<file path="src/rtl/sfnh_pkg.sv">
`default_nettype none
// ----------------------------------------------------------------------------
// sfnh_pkg
// Shared types, character codes and byte classes for the SQL fingerprint
// normalizer with FNV-1a 64-bit hash.
// ----------------------------------------------------------------------------
package sfnh_pkg;

	// configuration register indexes
	localparam int CFG_IDX_W = 1;
	localparam logic [CFG_IDX_W-1:0] CFG_COLLAPSE_WS = 1'd0;
	localparam logic [CFG_IDX_W-1:0] CFG_REPLACE_LIT = 1'd1;

	// queue between front and back
	localparam int QDEPTH = 4;
	localparam int QPTR_W = $clog2(QDEPTH);
	localparam int QCNT_W = $clog2(QDEPTH + 1);

	// byte codes
	localparam logic [7:0] CH_SPACE  = 8'h20;
	localparam logic [7:0] CH_QMARK  = 8'h3F;
	localparam logic [7:0] CH_MINUS  = 8'h2D;
	localparam logic [7:0] CH_DOT    = 8'h2E;
	localparam logic [7:0] CH_LE     = 8'h65;
	localparam logic [7:0] CH_UE     = 8'h45;
	localparam logic [7:0] CH_SQUOTE = 8'h27;
	localparam logic [7:0] CH_DQUOTE = 8'h22;

	localparam logic [63:0] FNV_OFFSET = 64'hCBF2_9CE4_8422_2325;

	typedef struct packed {
		logic       cmd;
		logic [7:0] char_in;
	} in_item_t;

	typedef struct packed {
		logic [7:0]  out_byte;
		logic        is_hash;
		logic [63:0] hash_value;
		logic        last;
	} out_item_t;

	// up to four fingerprint bytes of one word, plus the end marker
	typedef struct packed {
		logic [3:0][7:0] bytes;
		logic [2:0]      cnt;
		logic            is_end;
	} bundle_t;

	typedef struct packed {
		logic    valid;
		bundle_t bundle;
	} q_entry_t;

	function automatic logic is_quote(input logic [7:0] c);
		return (c == CH_SQUOTE) || (c == CH_DQUOTE);
	endfunction

	function automatic logic is_digit(input logic [7:0] c);
		return (c >= 8'h30) && (c <= 8'h39);
	endfunction

	function automatic logic is_ws(input logic [7:0] c);
		return (c == CH_SPACE) || ((c >= 8'h09) && (c <= 8'h0D));
	endfunction

	function automatic logic is_num_tail(input logic [7:0] c);
		return is_digit(c) || (c == CH_DOT) || (c == CH_LE) || (c == CH_UE);
	endfunction

endpackage
`default_nettype wire

</file>
<file path="src/rtl/sfnh_front.sv">
`default_nettype none
// ----------------------------------------------------------------------------
// sfnh_front
// Input side: config registers, whitespace collapsing and literal
// replacement; packs the resulting bytes of each word into one queue entry.
// ----------------------------------------------------------------------------
module sfnh_front (
	input  wire logic                           clk,
	input  wire logic                           arst_n,
	input  wire logic                           in_valid,
	output logic                                in_stall,
	input  wire sfnh_pkg::in_item_t             in_data,
	input  wire logic                           cfg_we,
	input  wire logic [sfnh_pkg::CFG_IDX_W-1:0] cfg_index,
	input  wire logic                           cfg_data,
	input  wire logic                           q_full,
	output sfnh_pkg::q_entry_t                  q_push
);

	typedef enum logic [1:0] {LM_NORMAL, LM_STRING, LM_CLOSED, LM_SKIP} lit_mode_t;

	typedef struct packed {
		lit_mode_t  mode;
		logic [7:0] quote;
		logic       in_num;
		logic       minus;
	} lit_state_t;

	typedef struct packed {
		lit_state_t      st;
		logic [1:0][7:0] b;
		logic [1:0]      n;
	} lit_res_t;

	// one byte through the literal pass; at most two bytes out
	function automatic lit_res_t lit_feed(input lit_state_t s, input logic [7:0] c,
		input logic en);
		lit_res_t r;
		logic     done;
		r = '{st: s, b: '0, n: 2'd0};
		done = 1'b0;
		if (!en) begin
			r.b[0] = c;
			r.n = 2'd1;
		end else begin
			case (s.mode)
				LM_STRING: begin
					done = 1'b1;
					if (c == s.quote) r.st.mode = LM_CLOSED;
				end
				LM_CLOSED: begin
					if (c == s.quote) begin
						r.st.mode = LM_STRING;
						done = 1'b1;
					end else begin
						r.st.mode = LM_NORMAL;
					end
				end
				LM_SKIP: begin
					if (sfnh_pkg::is_num_tail(c)) done = 1'b1;
					else r.st.mode = LM_NORMAL;
				end
				default: ;
			endcase
			if (!done && r.st.minus) begin
				r.st.minus = 1'b0;
				if (sfnh_pkg::is_digit(c)) begin
					if (!r.st.in_num) begin
						r.b[r.n[0]] = sfnh_pkg::CH_QMARK;
						r.n = r.n + 2'd1;
						r.st.in_num = 1'b1;
					end
					r.st.mode = LM_SKIP;
					done = 1'b1;
				end else begin
					r.st.in_num = 1'b0;
					r.b[r.n[0]] = sfnh_pkg::CH_MINUS;
					r.n = r.n + 2'd1;
				end
			end
			if (!done) begin
				if (sfnh_pkg::is_quote(c)) begin
					r.b[r.n[0]] = sfnh_pkg::CH_QMARK;
					r.n = r.n + 2'd1;
					r.st.mode = LM_STRING;
					r.st.quote = c;
				end else if (sfnh_pkg::is_digit(c)) begin
					if (!r.st.in_num) begin
						r.b[r.n[0]] = sfnh_pkg::CH_QMARK;
						r.n = r.n + 2'd1;
						r.st.in_num = 1'b1;
					end
					r.st.mode = LM_SKIP;
				end else if (c == sfnh_pkg::CH_MINUS) begin
					r.st.minus = 1'b1;
				end else begin
					r.st.in_num = 1'b0;
					r.b[r.n[0]] = c;
					r.n = r.n + 2'd1;
				end
			end
		end
		return r;
	endfunction

	localparam lit_state_t LIT_RESET = '{mode: LM_NORMAL, quote: 8'h00, in_num: 1'b0,
		minus: 1'b0};

	logic       collapse_q, replace_q;
	logic       ws_mode_q, ws_prev_space_q, ws_pending_q;
	logic [7:0] ws_quote_q;
	lit_state_t lit_q;

	logic       ws_mode_d, ws_prev_space_d, ws_pending_d;
	logic [7:0] ws_quote_d;
	lit_state_t lit_d;
	logic [1:0][7:0] w_b;
	logic [1:0]      w_n;
	lit_res_t   la, lb;
	lit_state_t la_st;
	logic [1:0] na, nb;
	sfnh_pkg::bundle_t bnd;
	logic [7:0] c;
	logic       accept;

	assign c        = in_data.char_in;
	assign in_stall = q_full;
	assign accept   = in_valid && !q_full;

	// whitespace pass: up to two bytes (a held space, then the byte)
	always_comb begin
		ws_mode_d       = ws_mode_q;
		ws_quote_d      = ws_quote_q;
		ws_prev_space_d = ws_prev_space_q;
		ws_pending_d    = ws_pending_q;
		w_b = '0;
		w_n = 2'd0;
		if (!collapse_q) begin
			w_b[0] = c;
			w_n = 2'd1;
		end else if (ws_mode_q) begin
			if (c == sfnh_pkg::CH_SPACE && c != ws_quote_q) begin
				if (ws_pending_q) begin
					w_b[0] = sfnh_pkg::CH_SPACE;
					w_n = 2'd1;
				end
				ws_pending_d = 1'b1;
			end else begin
				if (ws_pending_q) begin
					ws_pending_d = 1'b0;
					w_b[0] = sfnh_pkg::CH_SPACE;
					w_n = 2'd1;
				end
				w_b[w_n[0]] = c;
				w_n = w_n + 2'd1;
				if (c == ws_quote_q) begin
					ws_mode_d = 1'b0;
					ws_prev_space_d = 1'b0;
				end
			end
		end else if (sfnh_pkg::is_ws(c) && !sfnh_pkg::is_quote(c)) begin
			if (!ws_prev_space_q) begin
				ws_pending_d = 1'b1;
				ws_prev_space_d = 1'b1;
			end
		end else begin
			if (ws_pending_q) begin
				ws_pending_d = 1'b0;
				w_b[0] = sfnh_pkg::CH_SPACE;
				w_n = 2'd1;
			end
			w_b[w_n[0]] = c;
			w_n = w_n + 2'd1;
			ws_prev_space_d = 1'b0;
			if (sfnh_pkg::is_quote(c)) begin
				ws_mode_d = 1'b1;
				ws_quote_d = c;
			end
		end
	end

	// literal pass over the whitespace bytes, then pack into one entry
	always_comb begin
		la    = lit_feed(lit_q, w_b[0], replace_q);
		na    = (w_n != 2'd0) ? la.n : 2'd0;
		la_st = (w_n != 2'd0) ? la.st : lit_q;
		lb    = lit_feed(la_st, w_b[1], replace_q);
		nb    = (w_n == 2'd2) ? lb.n : 2'd0;
		lit_d = (w_n == 2'd2) ? lb.st : la_st;
		bnd = '0;
		bnd.bytes[0] = la.b[0];
		bnd.bytes[1] = la.b[1];
		for (int i = 0; i < 2; i++) begin
			if (2'(i) < nb) bnd.bytes[2'(na) + 2'(i)] = lb.b[i];
		end
		bnd.cnt = 3'(na) + 3'(nb);
		bnd.is_end = 1'b0;
		if (in_data.cmd) begin
			// end word: a held minus goes out before the hash
			bnd = '0;
			bnd.is_end = 1'b1;
			bnd.bytes[0] = sfnh_pkg::CH_MINUS;
			bnd.cnt = (replace_q && lit_q.minus) ? 3'd1 : 3'd0;
		end
	end

	assign q_push.valid  = accept && (in_data.cmd || bnd.cnt != 3'd0);
	assign q_push.bundle = bnd;

	always_ff @(posedge clk or negedge arst_n) begin
		if (!arst_n) begin
			collapse_q      <= 1'b1;
			replace_q       <= 1'b1;
			ws_mode_q       <= 1'b0;
			ws_quote_q      <= 8'h00;
			ws_prev_space_q <= 1'b1;
			ws_pending_q    <= 1'b0;
			lit_q           <= LIT_RESET;
		end else begin
			if (cfg_we) begin
				case (cfg_index)
					sfnh_pkg::CFG_COLLAPSE_WS: collapse_q <= cfg_data;
					sfnh_pkg::CFG_REPLACE_LIT: replace_q <= cfg_data;
					default: ;
				endcase
			end
			if (accept) begin
				if (in_data.cmd) begin
					ws_mode_q       <= 1'b0;
					ws_quote_q      <= 8'h00;
					ws_prev_space_q <= 1'b1;
					ws_pending_q    <= 1'b0;
					lit_q           <= LIT_RESET;
				end else begin
					ws_mode_q       <= ws_mode_d;
					ws_quote_q      <= ws_quote_d;
					ws_prev_space_q <= ws_prev_space_d;
					ws_pending_q    <= ws_pending_d;
					lit_q           <= lit_d;
				end
			end
		end
	end

endmodule
`default_nettype wire

</file>
<file path="src/rtl/sfnh_queue.sv">
`default_nettype none
// ----------------------------------------------------------------------------
// sfnh_queue
// Small register FIFO of byte bundles between front and back.
// ----------------------------------------------------------------------------
module sfnh_queue (
	input  wire logic               clk,
	input  wire logic               arst_n,
	input  wire sfnh_pkg::q_entry_t push,
	output logic                    full,
	input  wire logic               pop,
	output sfnh_pkg::q_entry_t      head
);

	sfnh_pkg::bundle_t mem_q [sfnh_pkg::QDEPTH];
	logic [sfnh_pkg::QPTR_W-1:0] wr_ptr_q, rd_ptr_q;
	logic [sfnh_pkg::QCNT_W-1:0] count_q;

	function automatic logic [sfnh_pkg::QPTR_W-1:0] ptr_inc(
		input logic [sfnh_pkg::QPTR_W-1:0] p);
		if (p == sfnh_pkg::QPTR_W'(sfnh_pkg::QDEPTH - 1)) return '0;
		return p + 1'b1;
	endfunction

	assign full        = (count_q == sfnh_pkg::QCNT_W'(sfnh_pkg::QDEPTH));
	assign head.valid  = (count_q != '0);
	assign head.bundle = mem_q[rd_ptr_q];

	always_ff @(posedge clk) begin
		if (push.valid) mem_q[wr_ptr_q] <= push.bundle;
	end

	always_ff @(posedge clk or negedge arst_n) begin
		if (!arst_n) begin
			wr_ptr_q <= '0;
			rd_ptr_q <= '0;
			count_q  <= '0;
		end else begin
			if (push.valid) wr_ptr_q <= ptr_inc(wr_ptr_q);
			if (pop) rd_ptr_q <= ptr_inc(rd_ptr_q);
			if (push.valid && !pop) count_q <= count_q + 1'b1;
			else if (pop && !push.valid) count_q <= count_q - 1'b1;
		end
	end

endmodule
`default_nettype wire

</file>
<file path="src/rtl/sfnh_back.sv">
`default_nettype none
// ----------------------------------------------------------------------------
// sfnh_back
// Output side: walks the bytes of the head bundle one per cycle while not
// stalled, through upper-casing and the FNV-1a hash, then emits the hash word.
// ----------------------------------------------------------------------------
module sfnh_back (
	input  wire logic                clk,
	input  wire logic                arst_n,
	input  wire sfnh_pkg::q_entry_t  head,
	output logic                     pop,
	output logic                     out_valid,
	input  wire logic                out_stall,
	output sfnh_pkg::out_item_t      out_data
);

	// x * 0x100000001B3 mod 2^64, as shifts and adds
	function automatic logic [63:0] fnv_mul(input logic [63:0] x);
		return (x << 40) + (x << 8) + (x << 7) + (x << 5) + (x << 4) + (x << 1) + x;
	endfunction

	logic [2:0]  idx_q;
	logic        case_mode_q;
	logic [7:0]  case_quote_q;
	logic [63:0] hash_q;
	logic        out_valid_q;
	sfnh_pkg::out_item_t out_q;

	logic       load, step, byte_step;
	logic [7:0] c, b;

	assign load      = !out_valid_q || !out_stall;
	assign step      = head.valid && load;
	assign byte_step = (idx_q < head.bundle.cnt);
	assign c         = head.bundle.bytes[idx_q[1:0]];
	assign b         = (!case_mode_q && c >= 8'h61 && c <= 8'h7A) ? c - 8'h20 : c;

	// pop on the last byte of a plain bundle, or on the hash word
	assign pop = step && (byte_step ? (!head.bundle.is_end && idx_q + 3'd1 == head.bundle.cnt)
		: 1'b1);

	assign out_valid = out_valid_q;
	assign out_data  = out_q;

	always_ff @(posedge clk) begin
		if (step) begin
			if (byte_step) out_q <= '{out_byte: b, is_hash: 1'b0, hash_value: 64'd0, last: 1'b0};
			else out_q <= '{out_byte: 8'h00, is_hash: 1'b1, hash_value: hash_q, last: 1'b1};
		end
	end

	always_ff @(posedge clk or negedge arst_n) begin
		if (!arst_n) begin
			idx_q        <= 3'd0;
			case_mode_q  <= 1'b0;
			case_quote_q <= 8'h00;
			hash_q       <= sfnh_pkg::FNV_OFFSET;
			out_valid_q  <= 1'b0;
		end else begin
			if (load) out_valid_q <= step;
			if (step) begin
				if (byte_step) begin
					idx_q <= pop ? 3'd0 : idx_q + 3'd1;
					hash_q <= fnv_mul(hash_q ^ {56'd0, b});
					if (!case_mode_q) begin
						if (sfnh_pkg::is_quote(c)) begin
							case_mode_q <= 1'b1;
							case_quote_q <= c;
						end
					end else if (c == case_quote_q) begin
						case_mode_q <= 1'b0;
					end
				end else begin
					idx_q        <= 3'd0;
					hash_q       <= sfnh_pkg::FNV_OFFSET;
					case_mode_q  <= 1'b0;
					case_quote_q <= 8'h00;
				end
			end
		end
	end

endmodule
`default_nettype wire

</file>
<file path="src/rtl/sql_fingerprint_normalizer_hash.sv">
`default_nettype none
// ----------------------------------------------------------------------------
// sql_fingerprint_normalizer_hash
// SQL statement fingerprint: whitespace collapsing, literal replacement,
// upper-casing, and the FNV-1a 64-bit hash of the fingerprint bytes.
// ----------------------------------------------------------------------------
//
//  port group   dir  handshake           word
//  -----------  ---  ------------------  ------------------------------------
//  in_*         in   in_valid/in_stall   cmd, char_in (statement byte or end)
//  out_*        out  out_valid/out_stall out_byte, is_hash, hash_value, last
//  cfg_*        in   cfg_we              index 0 collapse ws, 1 replace lits
//
//  Input takes one word per cycle while in_stall is low; in_stall rises
//  only when the four-entry bundle queue is full. The back emits one result
//  per cycle while out_stall is low; a word yields 0 to 4 results and the
//  output handshake sets the sustained rate. A result is registered in the
//  queue, then in the output register. Reset: both config bits set, all passes
//  at statement start, hash at the offset basis, queue empty. No clearing pass.
//
//  Front: config, whitespace and literal passes update per accepted word and
//  push a bundle of bytes (plus end marker) into the queue. Back: case pass
//  and hash, one byte per cycle while not stalled, into the output register.
// ----------------------------------------------------------------------------
module sql_fingerprint_normalizer_hash (
	input  wire logic                           clk,
	input  wire logic                           arst_n,
	input  wire logic                           in_valid,
	output logic                                in_stall,
	input  wire sfnh_pkg::in_item_t             in_data,
	output logic                                out_valid,
	input  wire logic                           out_stall,
	output sfnh_pkg::out_item_t                 out_data,
	input  wire logic                           cfg_we,
	input  wire logic [sfnh_pkg::CFG_IDX_W-1:0] cfg_index,
	input  wire logic                           cfg_data
);

	sfnh_pkg::q_entry_t q_push, q_head;
	logic q_full, q_pop;

	sfnh_front u_front (
		.clk       (clk),
		.arst_n    (arst_n),
		.in_valid  (in_valid),
		.in_stall  (in_stall),
		.in_data   (in_data),
		.cfg_we    (cfg_we),
		.cfg_index (cfg_index),
		.cfg_data  (cfg_data),
		.q_full    (q_full),
		.q_push    (q_push)
	);

	sfnh_queue u_queue (
		.clk    (clk),
		.arst_n (arst_n),
		.push   (q_push),
		.full   (q_full),
		.pop    (q_pop),
		.head   (q_head)
	);

	sfnh_back u_back (
		.clk       (clk),
		.arst_n    (arst_n),
		.head      (q_head),
		.pop       (q_pop),
		.out_valid (out_valid),
		.out_stall (out_stall),
		.out_data  (out_data)
	);

	// never push into a full queue
	a_no_overflow: assert property (@(posedge clk) disable iff (!arst_n)
		q_push.valid |-> !q_full)
		else $error("push into full queue");

	// back pops only a present entry
	a_no_underflow: assert property (@(posedge clk) disable iff (!arst_n)
		q_pop |-> q_head.valid)
		else $error("pop from empty queue");

	// hash word carries last and no byte
	a_hash_word: assert property (@(posedge clk) disable iff (!arst_n)
		out_valid && out_data.is_hash |-> out_data.last && out_data.out_byte == 8'h00)
		else $error("malformed hash word");

	// byte words never carry last
	a_byte_word: assert property (@(posedge clk) disable iff (!arst_n)
		out_valid && !out_data.is_hash |-> !out_data.last && out_data.hash_value == 64'd0)
		else $error("malformed byte word");

endmodule
`default_nettype wire
</file>
<file path="config.mk">
export PLATFORM = sky130hd
export DESIGN_NAME = sql_fingerprint_normalizer_hash
export DESIGN_NICKNAME = d
export VERILOG_FILES = /design/src/rtl/sfnh_pkg.sv /design/src/rtl/sfnh_front.sv /design/src/rtl/sfnh_queue.sv /design/src/rtl/sfnh_back.sv /design/src/rtl/sql_fingerprint_normalizer_hash.sv
export SDC_FILE = /design/constraint.sdc
export NUM_CORES = 1
export LEC_CHECK = 0
export BUFFER_PORTS_ARGS = -buffer_cell sky130_fd_sc_hd__buf_2
export CAP_MARGIN = 30
export CORE_ASPECT_RATIO = 1.4
export CORE_MARGIN = 3
export CORE_UTILIZATION = 30
export DETAILED_ROUTE_END_ITERATION = 10
export GPL_TIMING_DRIVEN = 0
export HOLD_SLACK_MARGIN = 0.12
export SLEW_MARGIN = 20
export SYNTH_ARGS = -nofsm -noshare
export SYNTH_HDL_FRONTEND = slang
export SYNTH_SLANG_ARGS = --single-unit
</file>
<file path="constraint.sdc">
create_clock -name clk -period 16.8 [get_ports clk]
set_input_delay 3.36 -clock clk [delete_from_list [all_inputs] [get_ports clk]]
set_output_delay 3.36 -clock clk [all_outputs]
set_load 0.05 [all_outputs]
</file>
==> impl_metrics.py, run 1 <==
metrics = {
    "outcome": {
        "status": "finished clean",
    },
    "grt": {
        "track_usage_pct": 15.6,
        "grt_max_degree": 79,
        "grt.overflow.total": 0,
        "antenna_found_initial": 1,
        "grt_pass1_vias": 17670,
        "grt_pass1_wl_mm": 102,
    },
    "detailed_routing": {
        "route.met2.wl_mm": 34.4,
        "vias": 16625,
        "drt-vias-per-instance": 4.96,
        "ant_nets": 0,
        "top_layer": "met4",
        "wirelength_mm": 64.6,
        "wl_met3_mm": 2.55,
        "drt_iter0_markers": 1009,
        "first_pass_iters": 5,
        "drc": 0,
        "met1Wirelength_mm": 25.3,
        "wl_per_cell_um": 19.3,
    },
    "yosys": {
        "synth.top_cell.area_share_pct": 26.5,
        "synth_most_common_cell": "inv_1",
        "synth.largest_area_cell": "edfxtp_1",
        "ys_warn_count": 0,
        "yosys-top-cells-area": "edfxtp_1 (27%), fa_1 (21%), dfrtp_1 (8.0%)",
        "synth_common_cells": "inv_1 (278), fa_1 (253), edfxtp_1 (217)",
        "seq_area_frac_synth_pct": 37.8,
        "synth_area_um2": 24500,
        "synthArstFlopShare_pct": 33.4,
        "syn_nets": 2512,
        "postSynthCellCount": 2118,
        "synth-seq-cells": 326,
        "synth_edf_count": 217,
        "synthFlopType": "edfxtp_1",
        "avgSynthCellArea_um2": 11.6,
        "ys_types": 88,
    },
    "critical_path": {
        "cp_max_fo": 10,
        "cp_slowest_stage_delay_ps": 740,
        "crit_required_ps": 17270,
        "cpMaxStageDelayCell": "xor2_1",
        "crit_arrival_ps": 12250,
        "start_kind": "flop",
        "cp-end-kind": "flop",
        "setup.worst_path.class": "flop to flop",
    },
    "sta": {
        "finalSetupTns_ps": 0,
        "fin_crit_sh_pct": 70.1,
        "min_period_ps": 11780,
        "grt_setup_unrepaired": "no",
        "hold_viol": 0,
        "slew_viol_final": 0,
        "setup_viol": 0,
        "worstMarginPinSlew_ps": 978,
        "max_slew_margin_pct": 34.8,
        "fin_worst_skew_ps": 34.6,
        "fmax_mhz": 84.9,
    },
    "finish": {
        "area_delta_synth_final_pct": 13.0,
        "n_fill_cell": 8040,
        "finalNetCount": 2650,
        "design_area_um2": 27700,
        "drive_above_1_share_pct": 12.6,
    },
    "floorplanning": {
        "start_util_pct": 30.4,
        "coreArea_um2": 80800,
        "dieHeight_um": 344,
        "rows": 123,
        "ios": 92,
        "die_area_um2": 85300,
        "die_x_um": 248,
    },
    "flow_run": {
        "drv_cap": 0,
    },
    "placed_design": {
        "placement.cell_area_um2": 26500,
        "dpl.hpwl_mm": 49.9,
        "gp_congestion": 0.926,
        "io_buffers": 88,
    },
    "clock_network": {
        "cts_resized": 0,
        "clock_latency_ps": 570,
        "clkTransAtPathRegs_ps": 60,
        "cts_inserted_buffers": 38,
        "hold_buffers": 0,
        "cts_tree": "done",
        "cts_setup_buffers": 0,
        "clock-root-buffer": "clkbuf_16",
        "max-clock-path-buffers": 3,
        "htree_levels": 2,
        "cts.sinks": 326,
    },
    "worst_hold_path": {
        "min_path_type": "flop to flop",
    },
}
==> logic make-up after synthesis <==
family	count (synthesis)	share of synthesized area, %
AOI/OAI and AO/OA	413	11.4
xor gates and xnor gates	94	3.38
adders and majority gates	378	27.0
buffers and inverters	351	5.45
DFF	326	37.8
muxes	60	4.76
and+or+nand+nor	496	10.2
==> critical path, delay by kind of cell, from the launching register on <==
kind | cells | cell delay (ps)
AO/OA/AOI/OAI | 10 | 3840
XOR/XNOR | 2 | 910
adder cells (fa/ha/maj) | 6 | 2460
buffers and inverters | 5 | 2310
flip-flops | 1 | 400
multiplexers | 2 | 870
AND/OR/NAND/NOR | 4 | 880
==> layout by cell type, fill, tap and decap left out, types with 9 or more instances in the layout <==
cell,count
xnor2_1,45
dfstp_2,31
nor2b_1,24
nor2_1,105
mux2_2,10
nand2b_1,18
dfrtp_1,78
a31oi_1,22
ha_1,125
nand4_1,15
edfxtp_1,217
buf_1,9
and2_1,68
clkbuf_1,62
o31ai_1,12
fa_1,253
and3_1,15
o21a_1,18
o22ai_1,26
nand2_1,130
nor4_1,13
nor3_1,29
buf_2,96
a21oi_1,89
o21ai_0,88
o21bai_1,13
xor2_1,48
nand3_1,35
inv_1,278
a21o_1,48
mux4_2,43
clkbuf_16,38
==> worst paths after layout <==
check / to / depth (start not counted) / slack (ps) / from
min in group asynchronous: u_front.lit_q[0]$_DFFE_PN0P_ / 1 / 2650 / arst_n
worst min register to register: u_queue.count_q[2]$_DFFE_PN0P_ / 1 / 490 / u_queue.count_q[2]$_DFFE_PN0P_
worst min-delay path: u_queue.count_q[2]$_DFFE_PN0P_ / 1 / 490 / u_queue.count_q[2]$_DFFE_PN0P_
worst max-delay path: u_back.hash_q[62]$_DFFE_PN1P_ / 29 / 5020 / u_queue.rd_ptr_q[0]$_DFFE_PN0P_
max in group asynchronous: u_back.hash_q[37]$_DFFE_PN1P_ / 2 / 13380 / arst_n
worst max register to register: u_back.hash_q[62]$_DFFE_PN1P_ / 29 / 5020 / u_queue.rd_ptr_q[0]$_DFFE_PN0P_
==> area by class of cell <==
cell class / count / area (µm²) / share of cell area [%]
repair buffers: 98 / 621 / 2.24
diodes: 3 / 7.51 / 0.0271
flip-flops and latches: 326 / 9280 / 33.5
well taps: 1062 / 1330 / 4.79
multi-input cells: 1441 / 13900 / 50.2
clock buffers: 47 / 995 / 3.59
inverters: 278 / 1040 / 3.76
plain buffers: 73 / 299 / 1.08
clock inverters: 23 / 234 / 0.843
==> per-layer routing <==
| metal | GRT usage (%) | vias up |
|---|---|---|
| met5 | 0 | - |
| met4 | 5.90 | 0 |
| met3 | 2.19 | 119 |
| met1 | 18.1 | 8469 |
| li1 | - | 7662 |
| met2 | 28.8 | 375 |
==> stage by stage <==
step	util [%]	setup slack, ps	hold slack (ps)	instances
final	34.3	5020	495	3351
after global routing	34.3	4130	518	3348
after CTS	34.3	4870	492	3347
after detailed placement	32.8	4920	480	3277
after global placement	32.6	4880	479	3268
after floorplan	-	7100	456	2118
==> flip-flops by register name (all words and copies together) (netlist names), 3 cells and up <==
register	flops
u_queue.mem_q	144
u_back.out_data	73
u_back.hash_q	64
u_front.lit_q	12
u_back.case_quote_q	8
u_front.ws_quote_q	8
u_back.idx_q	3
u_queue.count_q	3
Power of run 1 is left out: the tool's default activity adds up to more than one toggle a clock period on the data nets, which glitch-free logic cannot reach.
==> inputs of run 2 (changes only) <==
- clock period: 16.8 -> 10.8 ns (I/O delays scaled with it)
==> impl_metrics.py, run 2 (synthesis gave the netlist of run 1 again) <==
metrics = {
    "placed_design": {
        "io_buffers": 88,
        "dp_slack_ps": -1080,
        "placement.cell_area_um2": 26500,
        "dpl.hpwl_mm": 49.9,
        "gp_congestion": 0.926,
    },
    "floorplanning": {
        "start_util_pct": 30.4,
        "rows": 123,
        "die_area_um2": 85300,
        "ios": 92,
        "die_x_um": 248,
        "coreArea_um2": 80800,
        "dieHeight_um": 344,
    },
    "outcome": {
        "status": "finished clean",
    },
    "grt": {
        "grt_pass1_vias": 17669,
        "grt_max_degree": 79,
        "track_usage_pct": 15.6,
        "grt_pass1_wl_mm": 102,
        "grt.overflow.total": 0,
        "antenna_found_initial": 1,
    },
    "clock_network": {
        "cts_inserted_buffers": 38,
        "clock_latency_ps": 570,
        "htree_levels": 2,
        "max-clock-path-buffers": 3,
        "cts_tree": "done",
        "cts.sinks": 326,
        "clock-root-buffer": "clkbuf_16",
        "cts_setup_buffers": 0,
        "clkTransAtPathRegs_ps": 60,
    },
    "critical_path": {
        "cp.depth": 29,
        "crit_required_ps": 11270,
        "reg2reg_slack_ps": 780,
        "cpMaxStageDelayCell": "mux4_2",
        "rr_worst_depth": 29,
        "start_kind": "flop",
        "critical_path.top_delay_family": "compound AO/OA/AOI/OAI gates",
        "r2r-start": "u_queue.rd_ptr_q[0]$_DFFE_PN0P_",
        "crit_arrival_ps": 10490,
        "crit_buf_inv": 5,
        "cp_slowest_stage_delay_ps": 550,
        "cp_max_fo": 10,
        "setup.worst_path.class": "flop to flop",
        "cp-startpoint": "u_queue.rd_ptr_q[0]$_DFFE_PN0P_",
        "cp-end-kind": "flop",
    },
    "sta": {
        "grt_setup_unrepaired": "no",
        "finalSetupTns_ps": 0,
        "setup_ws_ps": 780,
        "max_slew_margin_pct": 33.9,
        "fmax_mhz": 99.8,
        "worstMarginPinSlew_ps": 992,
        "hold_viol": 0,
        "fin_worst_skew_ps": 35.1,
        "min_period_ps": 10020,
        "slew_viol_final": 0,
        "setup_viol": 0,
        "fin_crit_sh_pct": 92.8,
    },
    "finish": {
        "n_fill_cell": 8028,
        "multi_input_area_um2": 14000,
        "seq_area_um2": 9280,
        "drive_above_1_share_pct": 13.1,
        "largest-register": "u_queue.mem_q",
        "area_delta_synth_final_pct": 13.2,
        "layout_commonest_cell": "inv_1",
        "mostFrequentLayoutCells": "inv_1 (278), fa_1 (253), edfxtp_1 (217), nand2_1 (130), ha_1 (125)",
        "finalNetCount": 2650,
        "largest_register_ffs": 144,
        "design_area_um2": 27800,
    },
    "worst_hold_path": {
        "whs_path_depth": 1,
        "hp-start": "u_queue.count_q[2]$_DFFE_PN0P_",
        "min_path_type": "flop to flop",
    },
    "detailed_routing": {
        "wl_per_cell_um": 19.3,
        "drt-vias-per-instance": 4.96,
        "first_pass_iters": 5,
        "drt_iter0_markers": 958,
        "drc": 0,
        "vias": 16619,
        "wirelength_mm": 64.7,
        "ant_nets": 0,
    },
    "flow_run": {
        "drv_cap": 0,
    },
}
-- run 2: cell count changes in the layout (fill, tap and decap cells not counted), sizes merged --
| cell | previous run | this run |
|---|---|---|
| buf | 116 | 115 |
| clkbuf | 102 | 103 |
-- run 2: path summary, 6_finish.rpt --
path | endpoint
setup / recovery | u_back.hash_q[62]$_DFFE_PN1P_
hold / removal | u_queue.count_q[2]$_DFFE_PN0P_
setup reg to reg | u_back.hash_q[62]$_DFFE_PN1P_
hold reg to reg | u_queue.count_q[2]$_DFFE_PN0P_
max in group asynchronous | u_back.hash_q[37]$_DFFE_PN1P_
min in group asynchronous | u_front.lit_q[0]$_DFFE_PN0P_
-- run 2: cell type report --
| cell class | count | share of cell area, % |
|---|---|---|
| multi-input combinational | 1441 | 50.3 |
| sequential | 326 | 33.4 |
| tap | 1062 | 4.78 |
| inverter | 278 | 3.76 |
| clock buffer | 47 | 3.58 |
| timing repair buffer | 98 | 2.23 |
| buffer | 73 | 1.10 |
| clock inverter | 23 | 0.842 |
| antenna | 3 | 0.0270 |
-- run 2: stage by stage --
| step | hold slack, ps | cells | utilization, % |
|---|---|---|---|
| CTS | 492 | 3347 | 34.3 |
| floorplan | 456 | 2118 | - |
| detailed placement | 480 | 3277 | 32.8 |
| finish | 495 | 3351 | 34.4 |
| global route | 518 | 3348 | 34.4 |
| global placement | 479 | 3268 | 32.6 |
-- run 2: timing repair --
item | in CTS | in global routing
setup endpoints to repair | 16 | 11
endpoints found under the hold margin | 0 | 0
hold buffers | 0 | 0
resized for setup | 7 | 7
-- run 2: per-layer routing --
metal	up-vias	track usage (%)	part of all wire, %	routed length, µm
met3	132	2.22	4.0	2560
met5	-	0	0	0
met4	0	5.92	4.0	2610
met2	404	28.8	53	34300
met1	8427	18.2	39	25200
li1	7656	-	-	-
-- run 2: worst register-to-register path: cells and delay by family, from the launching register on --
| kind | cells | cell delay (ps) |
|---|---|---|
| AO/OA/AOI/OAI | 10 | 3260 |
| XOR/XNOR | 2 | 650 |
| adder cells (fa/ha/maj) | 6 | 2420 |
| buffers and inverters | 5 | 1500 |
| flip-flops | 1 | 390 |
| multiplexers | 2 | 840 |
| AND/OR/NAND/NOR | 4 | 880 |
Power of run 2 is left out for the same reason.
